**config.mk**
```make
export PLATFORM = sky130hd
export DESIGN_NAME = rgb_contrast_stretch_flat
export DESIGN_NICKNAME = d
export VERILOG_FILES = /design/src/hdl/rcs_pkg.sv /design/src/hdl/rcs_if.sv /design/src/hdl/rcs_stats.sv /design/src/hdl/rcs_lane.sv /design/src/hdl/rgb_contrast_stretch.sv /design/src/flat_wrapper.sv
export SDC_FILE = /design/constraint.sdc
export NUM_CORES = 1
export LEC_CHECK = 0
export ABC_AREA = 1
export BUFFER_PORTS_ARGS = -buffer_cell sky130_fd_sc_hd__clkbuf_2
export CAP_MARGIN = 0
export CORE_MARGIN = 5
export CORE_UTILIZATION = 65
export CTS_CLUSTER_SIZE = 16
export DETAILED_ROUTE_END_ITERATION = 6
export HOLD_SLACK_MARGIN = 0.12
export PLACE_DENSITY = 0.83
export SLEW_MARGIN = 20
export SYNTH_ARGS = -nofsm -noshare
export SYNTH_HDL_FRONTEND = slang
export SYNTH_SLANG_ARGS = --single-unit
```
**constraint.sdc**
```tcl
create_clock -name clk -period 7.01 [get_ports clk]
set_input_delay 1.402 -clock clk [delete_from_list [all_inputs] [get_ports clk]]
set_output_delay 1.402 -clock clk [all_outputs]
set_load 0.005 [all_outputs]
```
**src/hdl/rcs_pkg.sv**
```systemverilog
// Shared types and constants of the RGB contrast stretch block.
package rcs_pkg;

    localparam int PIX_W = 8;

    typedef logic [PIX_W-1:0] pix_t;

    // Action codes carried by an input word.
    localparam logic ACT_GATHER  = 1'b0;
    localparam logic ACT_STRETCH = 1'b1;

    // Reset values of the per-channel bounds.
    localparam pix_t LOW_RESET  = '1;
    localparam pix_t HIGH_RESET = '0;

    // Per-channel minimum and maximum.
    typedef struct packed {
        pix_t low;
        pix_t high;
    } bounds_t;

    // Sequencer commands to the channel lanes.
    typedef struct packed {
        logic load;
        logic step;
    } lane_ctl_t;

endpackage

```
**src/hdl/rcs_if.sv**
```systemverilog
// Input and output word channels of the RGB contrast stretch block.
interface rcs_pix_in_if;
    logic          valid;
    logic          ready;
    logic          action;
    logic          first_of_frame;
    rcs_pkg::pix_t red_in;
    rcs_pkg::pix_t green_in;
    rcs_pkg::pix_t blue_in;

    modport source (output valid, action, first_of_frame, red_in, green_in, blue_in,
                    input ready);
    modport sink   (input valid, action, first_of_frame, red_in, green_in, blue_in,
                    output ready);
endinterface

interface rcs_pix_out_if;
    logic          valid;
    logic          ready;
    rcs_pkg::pix_t red_out;
    rcs_pkg::pix_t green_out;
    rcs_pkg::pix_t blue_out;

    modport source (output valid, red_out, green_out, blue_out, input ready);
    modport sink   (input valid, red_out, green_out, blue_out, output ready);
endinterface

```
**src/hdl/rcs_stats.sv**
```systemverilog
// Running minimum and maximum of one color channel.
module rcs_stats (
    input  logic            clk,
    input  logic            rst_n,
    input  logic            upd,
    input  logic            first,
    input  rcs_pkg::pix_t   value,
    output rcs_pkg::bounds_t bounds
);
    import rcs_pkg::*;

    pix_t low_reg, low_next;
    pix_t high_reg, high_next;

    // A first word restarts the bounds; otherwise they only widen.
    always_comb
    begin
        low_next  = low_reg;
        high_next = high_reg;
        if (upd)
        begin
            if (first)
            begin
                low_next  = value;
                high_next = value;
            end
            else
            begin
                if (value < low_reg)
                begin
                    low_next = value;
                end
                if (value > high_reg)
                begin
                    high_next = value;
                end
            end
        end
    end

    always_ff @(posedge clk or negedge rst_n)
    begin
        if (!rst_n)
        begin
            low_reg  <= LOW_RESET;
            high_reg <= HIGH_RESET;
        end
        else
        begin
            low_reg  <= low_next;
            high_reg <= high_next;
        end
    end

    assign bounds.low  = low_reg;
    assign bounds.high = high_reg;

endmodule

```
**src/hdl/rcs_lane.sv**
```systemverilog
// One channel lane: scale by the channel maximum, then a bit-serial restoring divide.
module rcs_lane #(
    parameter int CHANNEL_MAX = 255
) (
    input  logic              clk,
    input  rcs_pkg::lane_ctl_t ctl,
    input  rcs_pkg::pix_t     value,
    input  rcs_pkg::bounds_t  bounds,
    output rcs_pkg::pix_t     result
);
    import rcs_pkg::*;

    // The quotient stays below CHANNEL_MAX whenever the divide is used.
    localparam int QW = $clog2(CHANNEL_MAX + 1);
    localparam int NW = PIX_W + QW;

    logic          zero_reg, zero_next;
    logic          sat_reg, sat_next;
    pix_t          den_reg, den_next;
    pix_t          rem_reg, rem_next;
    logic [QW-1:0] work_reg, work_next;

    pix_t          diff;
    logic [NW-1:0] num;
    logic [PIX_W:0] shifted;
    logic          ge;

    // Setup: flags for the special cases and the scaled numerator.
    assign diff = value - bounds.low;
    assign num  = NW'(diff) * NW'(CHANNEL_MAX);

    // One restoring divide step: shift in a numerator bit, subtract if it fits.
    assign shifted = {rem_reg, work_reg[QW-1]};
    assign ge      = (shifted >= {1'b0, den_reg});

    always_comb
    begin
        zero_next = zero_reg;
        sat_next  = sat_reg;
        den_next  = den_reg;
        rem_next  = rem_reg;
        work_next = work_reg;
        if (ctl.load)
        begin
            zero_next = (bounds.high <= bounds.low) || (value <= bounds.low);
            sat_next  = (value >= bounds.high);
            den_next  = bounds.high - bounds.low;
            rem_next  = num[NW-1:QW];
            work_next = num[QW-1:0];
        end
        else if (ctl.step)
        begin
            rem_next  = ge ? PIX_W'(shifted - {1'b0, den_reg}) : shifted[PIX_W-1:0];
            work_next = QW'({work_reg, ge});
        end
    end

    always_ff @(posedge clk)
    begin
        zero_reg <= zero_next;
        sat_reg  <= sat_next;
        den_reg  <= den_next;
        rem_reg  <= rem_next;
        work_reg <= work_next;
    end

    // Flat or below-minimum channels give zero; at or above the maximum, full scale.
    always_comb
    begin
        if (zero_reg)
        begin
            result = '0;
        end
        else if (sat_reg)
        begin
            result = PIX_W'(CHANNEL_MAX);
        end
        else
        begin
            result = PIX_W'(work_reg);
        end
    end

endmodule

```
**src/hdl/rgb_contrast_stretch.sv**
```systemverilog
// Top level of the per-channel RGB contrast stretch block.
// A gather word (action 0) widens the stored red, green and blue minima and
// maxima in the cycle it is accepted, and a word flagged first_of_frame
// restarts them from its own values; it gives no output word. A stretch word
// (action 1) maps each channel to (value - min) * CHANNEL_MAX / (max - min),
// truncated and clamped, and gives one output word. A channel whose max does
// not exceed its min, or whose value does not exceed the min, outputs 0. A
// stretch word passes from acceptance through a setup state, the bit-serial
// restoring divider in each lane, one quotient bit per cycle, and a write
// state into the output register, and the block takes no new word meanwhile.
// A finished word waits in the output register, and the block takes new
// input words while it waits.
module rgb_contrast_stretch #(
    parameter int CHANNEL_MAX = 255
) (
    input  logic          clk,
    input  logic          rst_n,
    rcs_pix_in_if.sink    pix_in,
    rcs_pix_out_if.source pix_out
);
    import rcs_pkg::*;

    localparam int QW = $clog2(CHANNEL_MAX + 1);
    localparam int CW = (QW > 1) ? $clog2(QW) : 1;

    localparam logic [1:0] ST_IDLE  = 2'd0;
    localparam logic [1:0] ST_PREP  = 2'd1;
    localparam logic [1:0] ST_DIV   = 2'd2;
    localparam logic [1:0] ST_WRITE = 2'd3;

    logic [1:0]    state_reg, state_next;
    logic [CW-1:0] cnt_reg, cnt_next;
    logic          out_valid_reg, out_valid_next;
    pix_t          red_reg, green_reg, blue_reg;
    pix_t          red_out_reg, green_out_reg, blue_out_reg;

    logic      in_acc;
    logic      gather_upd;
    logic      stretch_go;
    logic      out_load;
    lane_ctl_t lane_ctl;
    bounds_t   red_bounds, green_bounds, blue_bounds;
    pix_t      red_res, green_res, blue_res;

    assign pix_in.ready = (state_reg == ST_IDLE);
    assign in_acc       = pix_in.valid && pix_in.ready;
    assign gather_upd   = in_acc && (pix_in.action == ACT_GATHER);
    assign stretch_go   = in_acc && (pix_in.action == ACT_STRETCH);
    assign out_load     = (state_reg == ST_WRITE) && (!out_valid_reg || pix_out.ready);

    assign lane_ctl.load = (state_reg == ST_PREP);
    assign lane_ctl.step = (state_reg == ST_DIV);

    // Channel statistics.
    rcs_stats u_red_stats (
        .clk(clk), .rst_n(rst_n), .upd(gather_upd), .first(pix_in.first_of_frame),
        .value(pix_in.red_in), .bounds(red_bounds)
    );
    rcs_stats u_green_stats (
        .clk(clk), .rst_n(rst_n), .upd(gather_upd), .first(pix_in.first_of_frame),
        .value(pix_in.green_in), .bounds(green_bounds)
    );
    rcs_stats u_blue_stats (
        .clk(clk), .rst_n(rst_n), .upd(gather_upd), .first(pix_in.first_of_frame),
        .value(pix_in.blue_in), .bounds(blue_bounds)
    );

    // Channel lanes, stepped together by the sequencer.
    rcs_lane #(.CHANNEL_MAX(CHANNEL_MAX)) u_red_lane (
        .clk(clk), .ctl(lane_ctl), .value(red_reg), .bounds(red_bounds),
        .result(red_res)
    );
    rcs_lane #(.CHANNEL_MAX(CHANNEL_MAX)) u_green_lane (
        .clk(clk), .ctl(lane_ctl), .value(green_reg), .bounds(green_bounds),
        .result(green_res)
    );
    rcs_lane #(.CHANNEL_MAX(CHANNEL_MAX)) u_blue_lane (
        .clk(clk), .ctl(lane_ctl), .value(blue_reg), .bounds(blue_bounds),
        .result(blue_res)
    );

    // Sequencer: setup, one divide step per quotient bit, then hand off to the output register.
    always_comb
    begin
        state_next = state_reg;
        cnt_next   = cnt_reg;
        unique case (state_reg)
            ST_IDLE:
            begin
                if (stretch_go)
                begin
                    state_next = ST_PREP;
                end
            end
            ST_PREP:
            begin
                cnt_next   = CW'(QW - 1);
                state_next = ST_DIV;
            end
            ST_DIV:
            begin
                if (cnt_reg == '0)
                begin
                    state_next = ST_WRITE;
                end
                else
                begin
                    cnt_next = cnt_reg - 1'b1;
                end
            end
            ST_WRITE:
            begin
                if (out_load)
                begin
                    state_next = ST_IDLE;
                end
            end
            default:
            begin
                state_next = ST_IDLE;
            end
        endcase
    end

    // Output word valid flag.
    always_comb
    begin
        if (out_load)
        begin
            out_valid_next = 1'b1;
        end
        else if (pix_out.ready)
        begin
            out_valid_next = 1'b0;
        end
        else
        begin
            out_valid_next = out_valid_reg;
        end
    end

    always_ff @(posedge clk or negedge rst_n)
    begin
        if (!rst_n)
        begin
            state_reg     <= ST_IDLE;
            cnt_reg       <= '0;
            out_valid_reg <= 1'b0;
        end
        else
        begin
            state_reg     <= state_next;
            cnt_reg       <= cnt_next;
            out_valid_reg <= out_valid_next;
        end
    end

    // Pixel capture and output payload.
    always_ff @(posedge clk)
    begin
        if (stretch_go)
        begin
            red_reg   <= pix_in.red_in;
            green_reg <= pix_in.green_in;
            blue_reg  <= pix_in.blue_in;
        end
        if (out_load)
        begin
            red_out_reg   <= red_res;
            green_out_reg <= green_res;
            blue_out_reg  <= blue_res;
        end
    end

    assign pix_out.valid     = out_valid_reg;
    assign pix_out.red_out   = red_out_reg;
    assign pix_out.green_out = green_out_reg;
    assign pix_out.blue_out  = blue_out_reg;

endmodule

```
**src/flat_wrapper.sv**
```systemverilog
// flat-port wrapper written by rule: the top's interface ports become plain ports
module rgb_contrast_stretch_flat import rcs_pkg::*;
#(
    parameter int CHANNEL_MAX = 255
)
  (clk, rst_n, pix_in_valid, pix_in_action, pix_in_first_of_frame, pix_in_red_in, pix_in_green_in, pix_in_blue_in, pix_in_ready, pix_out_valid, pix_out_red_out, pix_out_green_out, pix_out_blue_out, pix_out_ready);
  rcs_pix_in_if pix_in_i ();
  rcs_pix_out_if pix_out_i ();
  input  logic clk;
  input  logic rst_n;
  input wire logic [$bits(pix_in_i.valid)-1:0] pix_in_valid;
  input wire logic [$bits(pix_in_i.action)-1:0] pix_in_action;
  input wire logic [$bits(pix_in_i.first_of_frame)-1:0] pix_in_first_of_frame;
  input wire logic [$bits(pix_in_i.red_in)-1:0] pix_in_red_in;
  input wire logic [$bits(pix_in_i.green_in)-1:0] pix_in_green_in;
  input wire logic [$bits(pix_in_i.blue_in)-1:0] pix_in_blue_in;
  output wire logic [$bits(pix_in_i.ready)-1:0] pix_in_ready;
  output wire logic [$bits(pix_out_i.valid)-1:0] pix_out_valid;
  output wire logic [$bits(pix_out_i.red_out)-1:0] pix_out_red_out;
  output wire logic [$bits(pix_out_i.green_out)-1:0] pix_out_green_out;
  output wire logic [$bits(pix_out_i.blue_out)-1:0] pix_out_blue_out;
  input wire logic [$bits(pix_out_i.ready)-1:0] pix_out_ready;
  assign pix_in_i.valid = pix_in_valid;
  assign pix_in_i.action = pix_in_action;
  assign pix_in_i.first_of_frame = pix_in_first_of_frame;
  assign pix_in_i.red_in = pix_in_red_in;
  assign pix_in_i.green_in = pix_in_green_in;
  assign pix_in_i.blue_in = pix_in_blue_in;
  assign pix_in_ready = pix_in_i.ready;
  assign pix_out_valid = pix_out_i.valid;
  assign pix_out_red_out = pix_out_i.red_out;
  assign pix_out_green_out = pix_out_i.green_out;
  assign pix_out_blue_out = pix_out_i.blue_out;
  assign pix_out_i.ready = pix_out_ready;
  rgb_contrast_stretch #(.CHANNEL_MAX(CHANNEL_MAX)) u_core (.clk(clk), .rst_n(rst_n), .pix_in(pix_in_i), .pix_out(pix_out_i));
endmodule
```
# [Word level (Yosys, flattened, before mapping)]
# Cells that the tools add are included.
[word_totals] ff_bits=180 input_bits=30 output_inout_bits=26 word_cells=134
[op_classes] add_sub_neg=10 n_mul=3 magnitude_cmp=18 eq_ne=7 n_mux=38 bitwise=1 reduce_logical=27
[op_table] op="8-bit two-way mux" n=30
[op_table] op="8-bit subtractor" n=9
[op_table] op="8-bit less-or-equal comparator" n=6
[op_table] op="8-bit by 8-bit multiplier with 16-bit output (second input constant)" n=3
[op_table] op="9-bit by 8-bit >= comparator with 1-bit output" n=3
[op_table] op="8-bit >= comparator" n=3
[op_table] op="8-bit > comparator" n=3
[op_table] op="8-bit < comparator" n=3
[op_table] op="2-bit nonzero test" n=8
[op_table] op="2-bit AND reduction" n=7
[op_table] op="2-bit one-hot mux with 4 select lines" n=1
[op_table] op="2-bit two-way mux" n=3
[op_table] op="2-bit inequality test (second input constant)" n=3
[op_table] op="3-bit one-hot mux with 2 select lines" n=1
[op_table] op="2-bit == test (second input constant)" n=2
[op_table] op="1-bit logical AND" n=4
[op_table] op="1-bit logical OR" n=4
[op_table] op="3-bit logical NOT" n=1
[op_table] op="3-bit two-way mux" n=1
[op_table] op="3-bit AND reduction" n=1
[op_table] op="3-bit by 1-bit subtractor with 3-bit output (second input constant)" n=1
[op_table] op="2-bit by 1-bit == test with 1-bit output (second input constant)" n=1
[op_table] op="2-bit logical NOT" n=1
[op_table] op="1-bit two-way mux" n=2
[op_table] op="other kinds (3)" n=3

# [Depth between registers and ports, before layout]
# Gate-level depths: netlist of run 1.
[depth] depth_word=5 depth_mapped=30 ltp_nobuf=30

# [Hierarchy]
# From an unflattened synthesis of run 1, not the netlist that was laid out.
[unflattened] cells_unflattened=2268 hier_area_um2=18001.0
[by_module_without_submodules] module="rcs_lane (u_core.u_green_lane)" n_inst=1 cells_each=581 area_per_inst_um2=4322.9 seq_area_each_um2=780.7
[by_module_without_submodules] module="rcs_lane (u_core.u_red_lane)" n_inst=1 cells_each=590 area_per_inst_um2=4280.4 seq_area_each_um2=780.7
[by_module_without_submodules] module="rcs_lane (u_core.u_blue_lane)" n_inst=1 cells_each=574 area_per_inst_um2=4244.1 seq_area_each_um2=780.7
[by_module_without_submodules] module="rcs_stats" n_inst=3 cells_each=141 area_per_inst_um2=1096.1 seq_area_each_um2=410.4
[by_module_without_submodules] module="rgb_contrast_stretch" n_inst=1 cells_each=100 area_per_inst_um2=1865.5 seq_area_each_um2=1591.5

# [Worst setup path before layout of run 1]
# OpenSTA, ideal clock, no wires.
[synth_timing] kind="register to register" start="register u_core.u_red_stats.low_reg[0]" end="register u_core.u_red_lane.rem_reg[6], data pin" setup_ns=0.252 t_arrival_ns=4.737 t_required_ns=6.758 setup_slack_ns=2.021 path_stages_with_launch=27 path_buffers=0 period_less_slack_ns=4.989 cell_sequence="dfstp_2 ha_1 inv_1 fa_1 nand2_1 nand2_2 nand2_1 nand2_1 nand2_2 nand2_4 xor2_1 inv_1 ha_1 fa_1 inv_1 fa_1 fa_1 inv_1 ha_1 a21oi_1 o21ai_0 nand2_1 nand3_1 nor2_1 nor2_1 nand2_1 nand2_1"
[synth_via] elab_chain_cells=3
[synth_rtl] element="start: declaration" line_no="rcs_stats.sv:12" source="pix_t low_reg, low_next;"
[synth_rtl] element="start signal: assignment" line_no="rcs_stats.sv:50" source="low_reg <= low_next;"
[synth_rtl] element="8-bit subtractor" line_no="rcs_lane.sv:29" source="assign diff = value - bounds.low;"
[synth_rtl] element="8-bit by 8-bit multiplier with 16-bit output" line_no="rcs_lane.sv:30" source="assign num = NW'(diff) * NW'(CHANNEL_MAX);"
[synth_rtl] element="8-bit two-way mux" line_no="rcs_lane.sv:43" source="if (ctl.load)"
[synth_rtl] element="named net u_core.u_red_lane.rem_next[6]" line_no="rcs_lane.sv:20" source="pix_t rem_reg, rem_next;"
[synth_rtl] element="end signal: assignment" line_no="rcs_lane.sv:63" source="rem_reg <= rem_next;"
[synth_rtl] element="end: declaration" line_no="rcs_lane.sv:20"
# The timed path passes the listed nets, and every way through them passes these cells.
# A chain may end at the register's enable or synchronous reset.

# [Worst setup path in the final report of run 1]
[layout_timing] start="register u_core.u_red_stats.low_reg[1]" end="register u_core.u_red_lane.rem_reg[6], data pin"
# Same word-level chain as after synthesis.

==> impl_metrics.csv, run 1 <==
group,metric,value,unit
synthesis,seq_area_frac_synth,29.7,%
clock_network,post-cts-setup-buffers,0,
synthesis,synthAdderAreaFrac,27.2,%
clock_network,cts_made_buffers,17,
synthesis,yosys.area.top_type,"edfxtp_1",
placed_design,dp_hpwl,31900,µm
routing,route.detailed.drc,0,
global_routing,grt_pass1_wl,67300,µm
global_routing,grt_start_max_net_pins,73,
synthesis,synth_area,0.0174,mm²
sta,worstMarginPinSlew,871,ps
clock_network,cts.repair.resized,0,
sta,fin_crit,5520,ps
setup_path,crit_path_end_kind,"flip-flop",
routing,avgViaCountPerCell,5.57,
clock_network,clock_sinks,180,
die,ios,56,
synthesis,synthTopCellsByCount,"455 x inv_1, 439 x nand2_1, 267 x ha_1, 131 x a21oi_1, 131 x o21ai_0",
routing,routed_wl,39900,µm
routing,drt_pass1_iterations,5,
synthesis,synth_area_leaders,"edfxtp_1 22%, ha_1 19%, inv_1 9.8%, nand2_1 9.5%, fa_1 8.0%",
synthesis,synth-edff-count,126,
synthesis,synth_top_family_by_area,"adder cells",
synthesis,synth_xor_area_share,3.53,%
setup_path,cpMostUsedCell,"inv_1",
routing,drt-met1-wl,17600,µm
synthesis,synth.top_cell.area_share,21.8,%
die,rows,59,
setup_path,startpoint_type,"flip-flop",
layout,syn2layout_area_growth,7.37,%
flow_run,maxCapViolCount,0,
global_routing,grt_overflow,0,
synthesis,synth-main-ff-cell,"edfxtp_1",
placed_design,place_congestion,0.962,
hold_path,min_path_type,"reg -> reg",
sta,rsz0062_at_grt,"no",
die,die_h,173,µm
setup_path,max_stage_delay,560,ps
synthesis,avgSynthCellArea,8.10,µm²
routing,postRouteAntennaNets,0,
sta,finalSetupViolCount,0,
synthesis,synth-compound-area-share,10.5,%
die,initial_core_util,66.3,%
setup_path,crit_chain,"inv_1, ha_1, nand3_1, nand2_2, nand4_1, o211ai_1, xor2_1, inv_1, ha_1, fa_1, inv_1, fa_1, fa_1, inv_1, ha_1, a21oi_1, o21ai_0, nand2_1, nand3_1, nor2_1, nor2_1, nand2_1, nand2_1",
outcome,status,"completed",
setup_path,cp_slowest_cell,"dfstp_2",
routing,wl_met3,2070,µm
routing,routed-wl-met2,19400,µm
sta,min_period_over_period,78.7,%
layout,antennaDiodeCount,0,
die,core,0.0262,mm²
synthesis,yosys_register_bits,180,
routing,topRoutingLayerUsed,"met4",
clock_network,cts_root_buf,"clkbuf_16",
clock_network,cts_tree,"yes",
synthesis,ys_types,44,
routing,wl_per_cell,15.6,µm
synthesis,synthMuxAreaShare,0,%
global_routing,grt_pass1_vias,14400,
synthesis,syn-instance-count,2144,
sta,finalSetupTns,0,ps
placed_design,numPortBuffers,55,
global_routing,grt_use_total,26.8,%
sta,drv_slew,0,
die,dieArea,0.0301,mm²
layout,n_fill_cell,2002,
clock_network,clk_pin_slew,80,ps
clock_network,clock_latency,440,ps
layout,drive_gt1_share,7.94,%
synthesis,yosysWarnings,0,
setup_path,critPathKind,"reg -> reg",
sta,relSlewSlack,41.6,%
setup_path,worstPathArrival,5710,ps
synthesis,synth.most_common_cell,"inv_1",
clock_network,clockBufferDepth,2,
setup_path,worst-path-max-fanout,5,
global_routing,grt_antenna_before_repair,0,
sta,fin_skew,16.5,ps
clock_network,cts_hold_buf,0,
sta,hold_viol_final,0,
clock_network,htree_levels,4,
synthesis,async_reset_ff_share,30.0,%
sta,fmax,0.181,GHz
routing,drt_iter0_markers,985,
synthesis,syn_nets,2510,
routing,vias,14200,
die,die_width,173,µm
layout,nets,2569,
synthesis,synthSimpleGateAreaFrac,18.4,%
setup_path,worstPathRequired,7200,ps
==> final timing paths <==
| kind | startpoint | to | slack (ps) | cells after the start |
|---|---|---|---|---|
| max | u_core.u_red_stats.low_reg[1] | u_core.u_red_lane.rem_reg[6] | 1490 | 23 |
| max in group asynchronous | rst_n | u_core.u_green_stats.high_reg[7] | 5360 | 2 |
| min | u_core.cnt_reg[2] | u_core.cnt_reg[2] | 490 | 2 |
| min in group asynchronous | rst_n | u_core.cnt_reg[0] | 1090 | 2 |
| min reg2reg | u_core.cnt_reg[2] | u_core.cnt_reg[2] | 490 | 2 |
| max reg2reg | u_core.u_red_stats.low_reg[1] | u_core.u_red_lane.rem_reg[6] | 1490 | 23 |
==> area by class of cell <==
class                      instances  area [µm²]  share of cell area, %
timing repair buffer              61         320                   1.72
clock inverter                    15         198                   1.06
multi-input combinational       1479       10400                   55.7
sequential                       180        5160                   27.7
tap                              335         419                   2.25
inverter                         464        1740                   9.34
clock buffer                      17         425                   2.28
==> placed cells by master (no fill, tap or decap), drive strengths merged, types with 7 or more instances in the layout <==
master    n
inv     473
nor3     13
nand2   464
xnor2    27
a31oi     7
nand4    25
nand3   113
clkbuf   72
xor2     43
nor2    112
dfstp    24
a21oi   133
o21bai   10
edfxtp  126
fa       69
dfrtp    30
o21ai   145
ha      267
nand3b   11
a21o     11
==> logic make-up (layout without fill, tap and decap cells) <==
| kind of cell | Yosys count | count (layout) |
|---|---|---|
| AOI/OAI and AO/OA | 331 | 331 |
| xor gates and xnor gates | 70 | 70 |
| adders and majority gates | 336 | 336 |
| and+or+nand+nor | 742 | 742 |
| buffers and inverters | 485 | 557 |
| DFF | 180 | 180 |
==> layer usage <==
metal | GRT usage, % | vias to the layer above
li1 | - | 7092
met1 | 35.1 | 6646
met2 | 47.4 | 401
met3 | 2.90 | 74
met4 | 7.78 | 0
met5 | 0 | -
==> stage by stage <==
stage	cells	instance area (µm²)	hold WS, ps	setup slack, ps	util [%]
floorplan	2144	17400	451	2020	-
global placement	2519	18000	466	1670	68.8
detailed placement	2519	18000	478	1580	68.8
CTS	2551	18600	496	1510	71.1
global route	2551	18600	519	1090	71.1
finish	2551	18600	495	1490	71.1
==> worst max-delay path, delay by kind of cell, from the launching register on <==
kind | cells | cell delay, ps
and+or+nand+nor | 9 | 840
buffers and inverters | 4 | 410
xor gates and xnor gates | 1 | 350
DFF | 1 | 560
adders and majority gates | 6 | 2620
AOI/OAI and AO/OA | 3 | 480
Power of run 1 is left out: the tool's default activity adds up to more than one toggle a clock period on the data nets, which glitch-free logic cannot reach.
==> run 2: changes to the inputs <==
==> constraint.sdc (replaced) <==
create_clock -name clk -period 5.59 [get_ports clk]
set_input_delay 1.118 -clock clk [delete_from_list [all_inputs] [get_ports clk]]
set_output_delay 1.118 -clock clk [all_outputs]
set_load 0.005 [all_outputs]
==> impl_metrics.csv, run 2 (same netlist as run 1, synthesis figures left out) <==
group,metric,value,unit
clock_network,cts_made_buffers,17,
setup_path,cp.buffers_inverters,5,
layout,syn2layout_area_growth,8.43,%
clock_network,clock_sinks,180,
routing,postRouteAntennaNets,0,
clock_network,htree_levels,4,
global_routing,grt_overflow,0,
layout,antennaDiodeCount,0,
setup_path,cpMostUsedCell,"inv_1",
die,ios,56,
setup_path,startpoint_type,"flip-flop",
clock_network,cts_hold_buf,0,
setup_path,critical-path-top-delay-family,"adder cells",
placed_design,pre_cts_slack,149,ps
global_routing,grt_pass1_wl,67800,µm
layout,nets,2579,
clock_network,clockBufferDepth,2,
layout,mostFrequentLayoutCells,"453 x inv_1, 436 x nand2_1, 260 x ha_1, 126 x edfxtp_1, 125 x a21oi_1",
placed_design,dp_hpwl,32400,µm
setup_path,cp_slowest_cell,"dfstp_2",
sta,rsz0062_at_grt,"yes",
placed_design,numPortBuffers,55,
clock_network,clock_latency,440,ps
layout,drive_gt1_share,9.39,%
setup_path,worstPathRequired,5770,ps
routing,drt_iter0_markers,972,
sta,drv_slew,0,
flow_run,maxCapViolCount,0,
clock_network,clk_pin_slew,80,ps
sta,finalSetupViolCount,0,
routing,route.detailed.drc,0,
sta,fin_skew,18.7,ps
die,core,0.0262,mm²
setup_path,worstPathArrival,5510,ps
die,die_width,173,µm
routing,vias,14300,
sta,relSlewSlack,39.0,%
setup_path,critPathKind,"reg -> reg",
die,dieArea,0.0301,mm²
setup_path,max_stage_delay,560,ps
die,rows,59,
sta,fin_crit,5330,ps
routing,drt_pass1_iterations,5,
placed_design,placed_cell_area,0.0180,mm²
sta,fmax,0.188,GHz
sta,min_period_over_period,95.4,%
sta,fin_ws,258,ps
clock_network,cts_tree,"yes",
setup_path,crit_path_end_kind,"flip-flop",
sta,hold_viol_final,0,
global_routing,grt_use_total,27.0,%
sta,finalSetupTns,0,ps
routing,wl_per_cell,15.8,µm
setup_path,worst-path-max-fanout,5,
routing,avgViaCountPerCell,5.57,
layout,design_area,0.0188,mm²
global_routing,grt_antenna_before_repair,0,
placed_design,place_congestion,0.956,
clock_network,cts_root_buf,"clkbuf_16",
hold_path,min_path_type,"reg -> reg",
outcome,status,"completed",
global_routing,grt_start_max_net_pins,73,
routing,routed_wl,40500,µm
global_routing,grt_pass1_vias,14300,
sta,worstMarginPinSlew,910,ps
layout,final_common_cell,"inv_1",
die,initial_core_util,66.3,%
die,die_h,173,µm
[run 2: cell count changes in the layout (fill, tap and decap cells not counted), moves of 5 or more]
cell / change
a21oi_1: -5
a21oi_2: +5
buf_4: +10
ha_1: -5
ha_4: +5
o21ai_0: -8
o21ai_1: +7
[run 2: worst paths after layout]
check                                                from                               end  slack, ps  cells after the start
min reg2reg                             u_core.cnt_reg[2]                 u_core.cnt_reg[2]        490                      2
max in group asynchronous                           rst_n  u_core.u_green_stats.high_reg[0]       4260                      2
max reg2reg                u_core.u_blue_stats.low_reg[0]     u_core.u_blue_lane.rem_reg[4]        260                     25
min in group asynchronous                           rst_n                 u_core.cnt_reg[2]        820                      2
max                        u_core.u_blue_stats.low_reg[0]     u_core.u_blue_lane.rem_reg[4]        260                     25
min                                     u_core.cnt_reg[2]                 u_core.cnt_reg[2]        490                      2
[run 2: metal layers]
| layer | up-vias | global-route usage, % | wire length, µm |
|---|---|---|---|
| li1 | 7100 | - | - |
| met1 | 6639 | 35.6 | 17400 |
| met2 | 468 | 47.0 | 19800 |
| met3 | 63 | 4.03 | 2460 |
| met4 | 0 | 7.02 | 847 |
| met5 | - | 0 | 0 |
[run 2: per-stage QoR]
stage	util, %	cells	hold WS [ps]
after detailed placement	68.8	2521	470
after floorplan	-	2144	451
after global routing	71.9	2561	511
after global placement	68.8	2521	468
after CTS	71.1	2553	490
final	71.9	2561	487
[run 2: worst min-delay path: cells and delay by family, from the launching register on]
family | cells | cell delay (ps)
DFF | 1 | 350
and+or+nand+nor | 2 | 100
[run 2: final cells by class]
class,count,area [µm²]
Clock inverter,14,155
Inverter,464,1740
Clock buffer,18,429
Multi-Input combinational cell,1479,10500
Timing Repair Buffer,71,395
Tap cell,335,419
Fill cell,1991,7380
Sequential cell,180,5160
[run 2: repair_timing]
action                                  CTS  global route
buffers inserted                          0             8
hold endpoints to repair                  0             0
endpoints found under the setup margin    0            19
gates resized for setup                   0            37
Power of run 2 is left out for the same reason.
==> run 3: changes to the inputs <==
--- a/config.mk
+++ b/config.mk
@@ -9,11 +9,12 @@
 export BUFFER_PORTS_ARGS = -buffer_cell sky130_fd_sc_hd__clkbuf_2
 export CAP_MARGIN = 0
 export CORE_MARGIN = 5
-export CORE_UTILIZATION = 65
+export CORE_UTILIZATION = 66
+export CTS_BUF_LIST = sky130_fd_sc_hd__clkbuf_4 sky130_fd_sc_hd__clkbuf_8
 export CTS_CLUSTER_SIZE = 16
 export DETAILED_ROUTE_END_ITERATION = 6
 export HOLD_SLACK_MARGIN = 0.12
-export PLACE_DENSITY = 0.83
+export PLACE_DENSITY = 0.84
 export SLEW_MARGIN = 20
 export SYNTH_ARGS = -nofsm -noshare
 export SYNTH_HDL_FRONTEND = slang
==> impl_metrics.csv, run 3 (same netlist as run 1, synthesis figures left out) <==
group,metric,value,unit
outcome,status,"finished, violations left",
outcome,violations,"design-rule violations",
flow_run,maxCapViolCount,0,
placed_design,placed_cell_area,0.0180,mm²
setup_path,r2r_slack,290,ps
layout,final_common_cell,"inv_1",
layout,drive_gt1_share,9.86,%
sta,fin_crit,5300,ps
routing,drt_iter0_markers,1066,
global_routing,grt_antenna_before_repair,0,
routing,postRouteAntennaNets,0,
layout,design_area,0.0186,mm²
clock_network,cts_tree,"yes",
sta,worstMarginPinSlew,901,ps
die,die_h,172,µm
setup_path,r2r-start,"u_core.u_blue_stats.low_reg[2]",
setup_path,critPathKind,"reg -> reg",
routing,route.detailed.drc,1,
layout,mostFrequentLayoutCells,"452 x inv_1, 435 x nand2_1, 257 x ha_1, 126 x edfxtp_1",
layout,nets,2575,
clock_network,cts_root_buf,"clkbuf_8",
sta,hold_viol_final,0,
layout,syn2layout_area_growth,7.31,%
clock_network,cts_made_buffers,17,
sta,finalSetupTns,0,ps
clock_network,clock_latency,480,ps
routing,wl_per_cell,15.8,µm
clock_network,clockBufferDepth,2,
die,die_width,172,µm
sta,fin_ws,293,ps
setup_path,startpoint_type,"flip-flop",
global_routing,grt_start_max_net_pins,73,
die,rows,59,
clock_network,htree_levels,4,
sta,min_period_over_period,94.8,%
hold_path,whs_path_depth,2,
sta,relSlewSlack,39.6,%
die,core,0.0260,mm²
setup_path,crit_path_end_kind,"flip-flop",
hold_path,min_path_type,"reg -> reg",
hold_path,hold_start,"u_core.u_blue_stats.low_reg[5]",
placed_design,dp_hpwl,32400,µm
placed_design,numPortBuffers,55,
layout,fin_cells,2557,
die,dieArea,0.0297,mm²
clock_network,cts_hold_buf,0,
placed_design,place_congestion,0.943,
global_routing,grt_overflow,0,
placed_design,pre_cts_slack,163,ps
clock_network,clock_sinks,180,
routing,drt_pass1_iterations,7,
setup_path,worst-path-max-fanout,6,
clock_network,clk_pin_slew,120,ps
placed_design,place_inst,2520,
routing,vias,14400,
sta,drv_slew,0,
setup_path,worstPathRequired,5820,ps
setup_path,r2r_cells,21,
sta,fmax,0.189,GHz
sta,finalSetupViolCount,0,
die,initial_core_util,66.8,%
global_routing,grt_use_total,28.0,%
sta,fin_skew,22.0,ps
setup_path,worstReg2RegEnd,"u_core.u_blue_lane.rem_reg[5]",
setup_path,worstPathArrival,5530,ps
die,ios,56,
hold_path,whs_endpoint,"u_core.u_blue_stats.low_reg[5]",
routing,avgViaCountPerCell,5.63,
routing,routed_wl,40500,µm
layout,antennaDiodeCount,0,
global_routing,grt_pass1_wl,67600,µm
global_routing,grt_pass1_vias,14400,
## run 3: changes by cell type in the layout (fill, tap and decap cells not counted), moves of 4 or more
| cell | delta |
|---|---|
| clkbuf_16 | -17 |
| clkbuf_8 | +17 |
| buf_4 | -4 |
| ha_2 | +4 |
## run 3: worst max-delay path by stage
| stage | from | to | slack [ps] |
|---|---|---|---|
| floorplan | u_core.u_red_stats.low_reg[0] | u_core.u_red_lane.rem_reg[6] | 600 |
| global placement | u_core.u_blue_stats.low_reg[0] | u_core.u_blue_lane.rem_reg[4] | 230 |
| detailed placement | u_core.u_blue_stats.low_reg[2] | u_core.u_blue_lane.rem_reg[7] | 160 |
| CTS | u_core.u_blue_stats.low_reg[0] | u_core.u_blue_lane.rem_reg[7] | 150 |
| global route | u_core.u_green_stats.low_reg[2] | u_core.u_green_lane.rem_reg[7] | -30 |
| finish | u_core.u_blue_stats.low_reg[2] | u_core.u_blue_lane.rem_reg[5] | 290 |
## run 3: critical path: stages, from the launching register on
cell and delay [ps]:
dfstp_2 540, inv_1 70, ha_1 410, or2_4 280, nand3_1 100, nand2_2 90, nand2_1 130, nand2_1 120
o21ai_0 410, fa_1 530, fa_1 490, inv_1 50, fa_1 530, inv_1 40, ha_1 370, nand2_1 150
o21ai_0 270, nand2_1 90, nand3_1 100, a21oi_1 70, o21ai_0 100, nand2_1 100
## run 3: final cells by class
class / count / area (µm²)
Fill cell: 2067 / 7350
Clock inverter: 14 / 153
Inverter: 464 / 1740
Tap cell: 335 / 419
Timing Repair Buffer: 67 / 365
Sequential cell: 180 / 5160
Multi-Input combinational cell: 1479 / 10600
Clock buffer: 18 / 241
## run 3: what timing repair did
action,in CTS,in global routing
gates resized for setup,0,44
endpoints found under the hold margin,0,0
setup endpoints to repair,0,22
setup buffers,0,5
## run 3: per-stage QoR
| stage | util (%) | hold slack, ps |
|---|---|---|
| after floorplan | - | 451 |
| after global placement | 69.4 | 468 |
| after detailed placement | 69.4 | 483 |
| after CTS | 70.9 | 502 |
| after global routing | 71.7 | 519 |
| final | 71.7 | 500 |
## run 3: layer usage
layer  global-route usage (%)  part of all wire, %  wire, µm  up-vias
met3                     3.27                  6.1      2450       92
met1                     36.8                   42     17000     6738
met4                     10.3                  3.2      1310        0
met2                     48.0                   49     19600      493
met5                        0                    0         0        -
li1                         -                    -         -     7074
Power of run 3 is left out for the same reason.
